--- src/rtl/core/lcs_pkg.sv ---
// Shared constants, types and state encoding for the LCS block.
`default_nettype none
package lcs_pkg;
    localparam int MAX_LEN_DEF = 64;
    localparam int SYM_W       = 8;
    localparam int LEN_W       = 7;

    typedef enum logic [2:0] {
        ST_IDLE,
        ST_FILL,
        ST_TB_RD,
        ST_TB_DEC,
        ST_EMPTY,
        ST_FINISH
    } lcs_state_t;
endpackage
`default_nettype wire

--- src/rtl/core/lcs_cell.sv ---
// One column cell: holds a second-string byte, computes its column of scores, stores them.
`default_nettype none
module lcs_cell #(
    parameter int MAX_LEN = lcs_pkg::MAX_LEN_DEF,
    parameter int IDX     = 0,
    parameter int CW      = $clog2(MAX_LEN + 1),
    parameter int AW      = (MAX_LEN > 1) ? $clog2(MAX_LEN) : 1
) (
    input  wire logic                     aclk,
    input  wire logic                     aresetn,
    input  wire logic                     clear,
    input  wire logic                     ld_en,
    input  wire logic [CW-1:0]            ld_idx,
    input  wire logic [lcs_pkg::SYM_W-1:0] ld_sym,
    input  wire logic [CW-1:0]            n2,
    input  wire logic                     in_valid,
    input  wire logic [lcs_pkg::SYM_W-1:0] in_sym,
    input  wire logic [AW-1:0]            in_row,
    input  wire logic [CW-1:0]            in_score,
    output logic                          out_valid,
    output logic [lcs_pkg::SYM_W-1:0]     out_sym,
    output logic [AW-1:0]                 out_row,
    output logic [CW-1:0]                 out_score,
    output logic [lcs_pkg::SYM_W-1:0]     col_sym,
    input  wire logic [AW-1:0]            rd_addr,
    output logic [CW-1:0]                 rd_data
);
    import lcs_pkg::*;

    logic [SYM_W-1:0] b_reg;
    logic [CW-1:0]    below_reg, diag_reg;
    logic             valid_reg;
    logic [SYM_W-1:0] sym_reg;
    logic [AW-1:0]    row_reg;
    logic [CW-1:0]    score_reg;
    logic [CW-1:0]    score_next;
    logic             col_on;
    logic [CW-1:0]    col_mem [MAX_LEN];
    logic [CW-1:0]    rd_reg;

    assign col_on = (CW'(IDX) < n2);

    always_comb begin
        if (!col_on) begin
            score_next = '0;
        end else if (in_sym == b_reg) begin
            score_next = diag_reg + CW'(1);
        end else if (below_reg >= in_score) begin
            score_next = below_reg;
        end else begin
            score_next = in_score;
        end
    end

    always_ff @(posedge aclk) begin
        if (!aresetn) begin
            valid_reg <= 1'b0;
        end else begin
            valid_reg <= in_valid;
        end
    end

    always_ff @(posedge aclk) begin
        if (ld_en && ld_idx == CW'(IDX)) begin
            b_reg <= ld_sym;
        end
        if (clear) begin
            below_reg <= '0;
            diag_reg  <= '0;
        end else if (in_valid) begin
            below_reg <= score_next;
            diag_reg  <= in_score;
            sym_reg   <= in_sym;
            row_reg   <= in_row;
            score_reg <= score_next;
        end
    end

    // score column, one entry per row of the first string
    always_ff @(posedge aclk) begin
        if (in_valid) begin
            col_mem[in_row] <= score_next;
        end
        rd_reg <= col_mem[rd_addr];
    end

    assign out_valid = valid_reg;
    assign out_sym   = sym_reg;
    assign out_row   = row_reg;
    assign out_score = score_reg;
    assign col_sym   = b_reg;
    assign rd_data   = rd_reg;
endmodule
`default_nettype wire

--- config.mk ---
export PLATFORM = sky130hd
export DESIGN_NAME = lcs_cell
export DESIGN_NICKNAME = d
export VERILOG_FILES = /design/src/rtl/core/lcs_pkg.sv /design/src/rtl/core/lcs_cell.sv
export SDC_FILE = /design/constraint.sdc
export NUM_CORES = 1
export LEC_CHECK = 0
export BUFFER_PORTS_ARGS = -buffer_cell sky130_fd_sc_hd__clkbuf_2
export CAP_MARGIN = 5
export CELL_PAD_IN_SITES_DETAIL_PLACEMENT = 1
export CELL_PAD_IN_SITES_GLOBAL_PLACEMENT = 2
export CORE_MARGIN = 3
export CORE_UTILIZATION = 48
export CTS_CLUSTER_SIZE = 20
export DETAILED_ROUTE_END_ITERATION = 6
export GPL_TIMING_DRIVEN = 0
export PLACE_DENSITY_LB_ADDON = 0.1
export SYNTH_ARGS = -nofsm -noshare
export SYNTH_HDL_FRONTEND = slang
export SYNTH_SLANG_ARGS = --single-unit
--- constraint.sdc ---
create_clock -name aclk -period 8.05 [get_ports aclk]
set_input_delay 1.2075 -clock aclk [delete_from_list [all_inputs] [get_ports aclk]]
set_output_delay 1.2075 -clock aclk [all_outputs]
set_load 0.02 [all_outputs]
==> flow_summary.json <==
{
  "instances_no_fill": 1703,
  "synth_cell_types": 56,
  "setup_viol": 0,
  "min_period_ps": 3690,
  "layout_setup_ws_ps": 4360,
  "syn_to_final_growth_pct": 15.9,
  "internal-power_mw": 4.49,
  "p_per_area_nw_per_um2": 250,
  "cp-start-kind": "input port",
  "grt_use_total_pct": 23.7,
  "crit_buf_inv": 2,
  "antenna_cells": 0,
  "top_register": "col_mem",
  "slew_viol_final": 0,
  "pwr-share-clk_pct": 41.4,
  "netlist_area_sq_um": 19900,
  "critPathRequiredTime_ps": 8260,
  "antenna_found_initial": 0,
  "finalPower_mw": 5.76,
  "die_h_um": 210,
  "clock-sinks": 499,
  "synth_top_area_cell": "edfxtp_1",
  "skew_ps": 29.9,
  "core_sq_um": 40300,
  "grt_max_degree": 38,
  "dp.cells": 1610,
  "slew_headroom_pct": 13.6,
  "synth_ff_type": "edfxtp_1",
  "num_vias": 10100,
  "slowest_delay_ps": 790,
  "wl_met1_um": 21500,
  "cp_slowest_cell": "nor2_1",
  "crit_arrival_ps": 3900,
  "crit_fanout": 10,
  "final_area_sq_um": 23100,
  "final_cell_mix": "477 x edfxtp_1, 102 x mux4_2, 88 x nor2_1, 88 x clkbuf_2, 53 x clkbuf_16",
  "met3WireLength_um": 2990,
  "yosys_warnings": 0,
  "timing.final.crit_share_pct": 45.8,
  "wl_met2_um": 25000,
  "cp-end-kind": "flip-flop",
  "overflow": 0,
  "syn_nets": 1044,
  "drv_cap": 0,
  "highest_layer": "met4",
  "post-place-ws_ps": 3550,
  "cp_cell_sequence": "clkbuf_2 > clkbuf_1 > nor2b_1 > nand3_1 > nor2_1",
  "fp.dieArea_sq_um": 43900,
  "synth_top_area_share_pct": 72.0,
  "grt_pass1_wl_um": 74700,
  "drtIter0Drc": 1004,
  "mostFrequentLayoutCell": "edfxtp_1",
  "cts-root-buf": "clkbuf_16",
  "p_leak_nw": 7.66,
  "port_buffers": 87,
  "max_freq_mhz": 271,
  "hold_violations": 0,
  "cts_tree": "built",
  "drc": 0,
  "cts_buffers": 52,
  "p_sw_mw": 1.27,
  "vias_per_cell": 5.91,
  "whs_ps": 525,
  "initial_core_util_pct": 49.4,
  "dr.pass1.iters": 5,
  "largest_reg_flops": 448,
  "hp-class": "flip-flop to flip-flop",
  "wire_per_inst_um": 29.8,
  "tightestPinTransition_ps": 1290,
  "clk_latency_ps": 600,
  "syn_area_per_cell_sq_um": 20.2,
  "ant_nets": 0,
  "io_pins": 91,
  "syn_inst": 982,
  "placed_cell_area_sq_um": 21400,
  "dp_hpwl_um": 34900,
  "status": "finished clean",
  "htreeDepth": 2,
  "fp.dieW_um": 210,
  "cts_resized": 0,
  "post-cts-setup-buffer-count": 0,
  "cts_hold_buf": 0,
  "gp_congestion": 0.789,
  "cts.path.max_buffers": 3,
  "final.setup.tns_ps": 0,
  "synth_edf_count": 477,
  "wl_um": 50800,
  "ir_worst_vdd_uv": 131,
  "power_frac_seq_pct": 50.9,
  "swShare_pct": 22.0,
  "rsz0062_at_grt": "no",
  "timing_worst_setup_path_type": "input port to flip-flop",
  "grt_pass1_vias": 10900,
  "ys_async_sr_fraction_pct": 0,
  "seq_area_frac_synth_pct": 74.3,
  "row_count": 73,
  "comb_power_share_pct": 7.6,
  "yosys-top-cells-area": "edfxtp_1 72%, mux4_2 12%, mux4_1 2.9%",
  "synth.ff_latch_count": 499,
  "nNetsFinal": 1201,
  "fin_util_pct": 57.2,
  "clk_pin_slew_worst_paths_ps": 60,
  "layout-drive-gt1-share_pct": 28.3,
  "critPathTopFamily": "simple AND/OR/NAND/NOR gates"
}
[cell usage after synthesis (2+ instances only)]
cell	count
edfxtp_1	477
mux4_2	102
nor2_1	88
mux2i_1	33
dfxtp_1	22
mux4_1	22
nand2_1	21
nand3_1	19
clkbuf_1	16
buf_2	14
inv_1	13
nor3_1	13
xnor2_1	12
nand4_1	10
o22ai_1	10
buf_4	9
nand2b_1	9
ha_1	8
o311ai_1	7
a211oi_1	6
o21ai_0	6
a21oi_1	5
buf_6	5
nor2b_1	5
buf_12	4
mux2_2	4
nor4_1	3
o21ai_1	3
a21o_1	2
a22oi_1	2
and2_1	2
nand3b_1	2
nor3_2	2
o211ai_1	2
or2_2	2
or4_1	2
[tightest hold or removal path, stage by stage, from the launching register on]
cell     delay, ps
dfxtp_1        340
mux2i_1         70
nor2_1          70
[layout make-up]
cell class | instances | area (sq um)
multi-input combinational | 419 | 4810
inverter | 14 | 52.6
timing repair buffer | 103 | 742
clock inverter | 22 | 248
buffer | 50 | 347
clock buffer | 71 | 1430
tap | 525 | 657
sequential | 499 | 14800
fill | 3477 | 17200
[power groups by stage]
stage          clock (mW)  sequential, mW  combinational [mW]
2_1_floorplan           0            3.01               0.217
3_3_place_gp            0            3.01               0.387
3_5_place_dp            0            2.99               0.444
4_1_cts              2.43            2.93               0.445
5_1_grt              2.54            2.94               0.470
6_report             2.39            2.93               0.440
[layer usage]
layer  GRT usage, %  vias up
met3           4.62       70
met2           38.5      312
met4           6.44        0
li1               -     4362
met5              0        -
met1           33.2     5326
[worst paths after layout]
check	start	endpoint	slack, ps	cells after the start
hold / removal	diag_reg[6]$_SDFFE_PP0P_	diag_reg[6]$_SDFFE_PP0P_	520	2
setup / recovery	in_valid	col_mem[3][3]$_DFFE_PP_	4360	5
setup reg to reg	below_reg[0]$_SDFFE_PP0P_	col_mem[3][0]$_DFFE_PP_	4810	9
hold reg to reg	diag_reg[6]$_SDFFE_PP0P_	diag_reg[6]$_SDFFE_PP0P_	520	2
[cell families (layout without fill, tap and decap cells)]
family / count (synthesis) / after routing / share of synthesized area [%]
flip-flops: 499 / 499 / 74.3
AND/OR/NAND/NOR: 186 / 186 / 4.44
multiplexers: 161 / 161 / 16.3
buffers and inverters: 64 / 260 / 2.00
AO/OA/AOI/OAI: 51 / 51 / 1.88
XOR/XNOR: 13 / 13 / 0.573
adder cells (fa/ha/maj): 8 / 8 / 0.503
(Power assumes the default switching activity.)
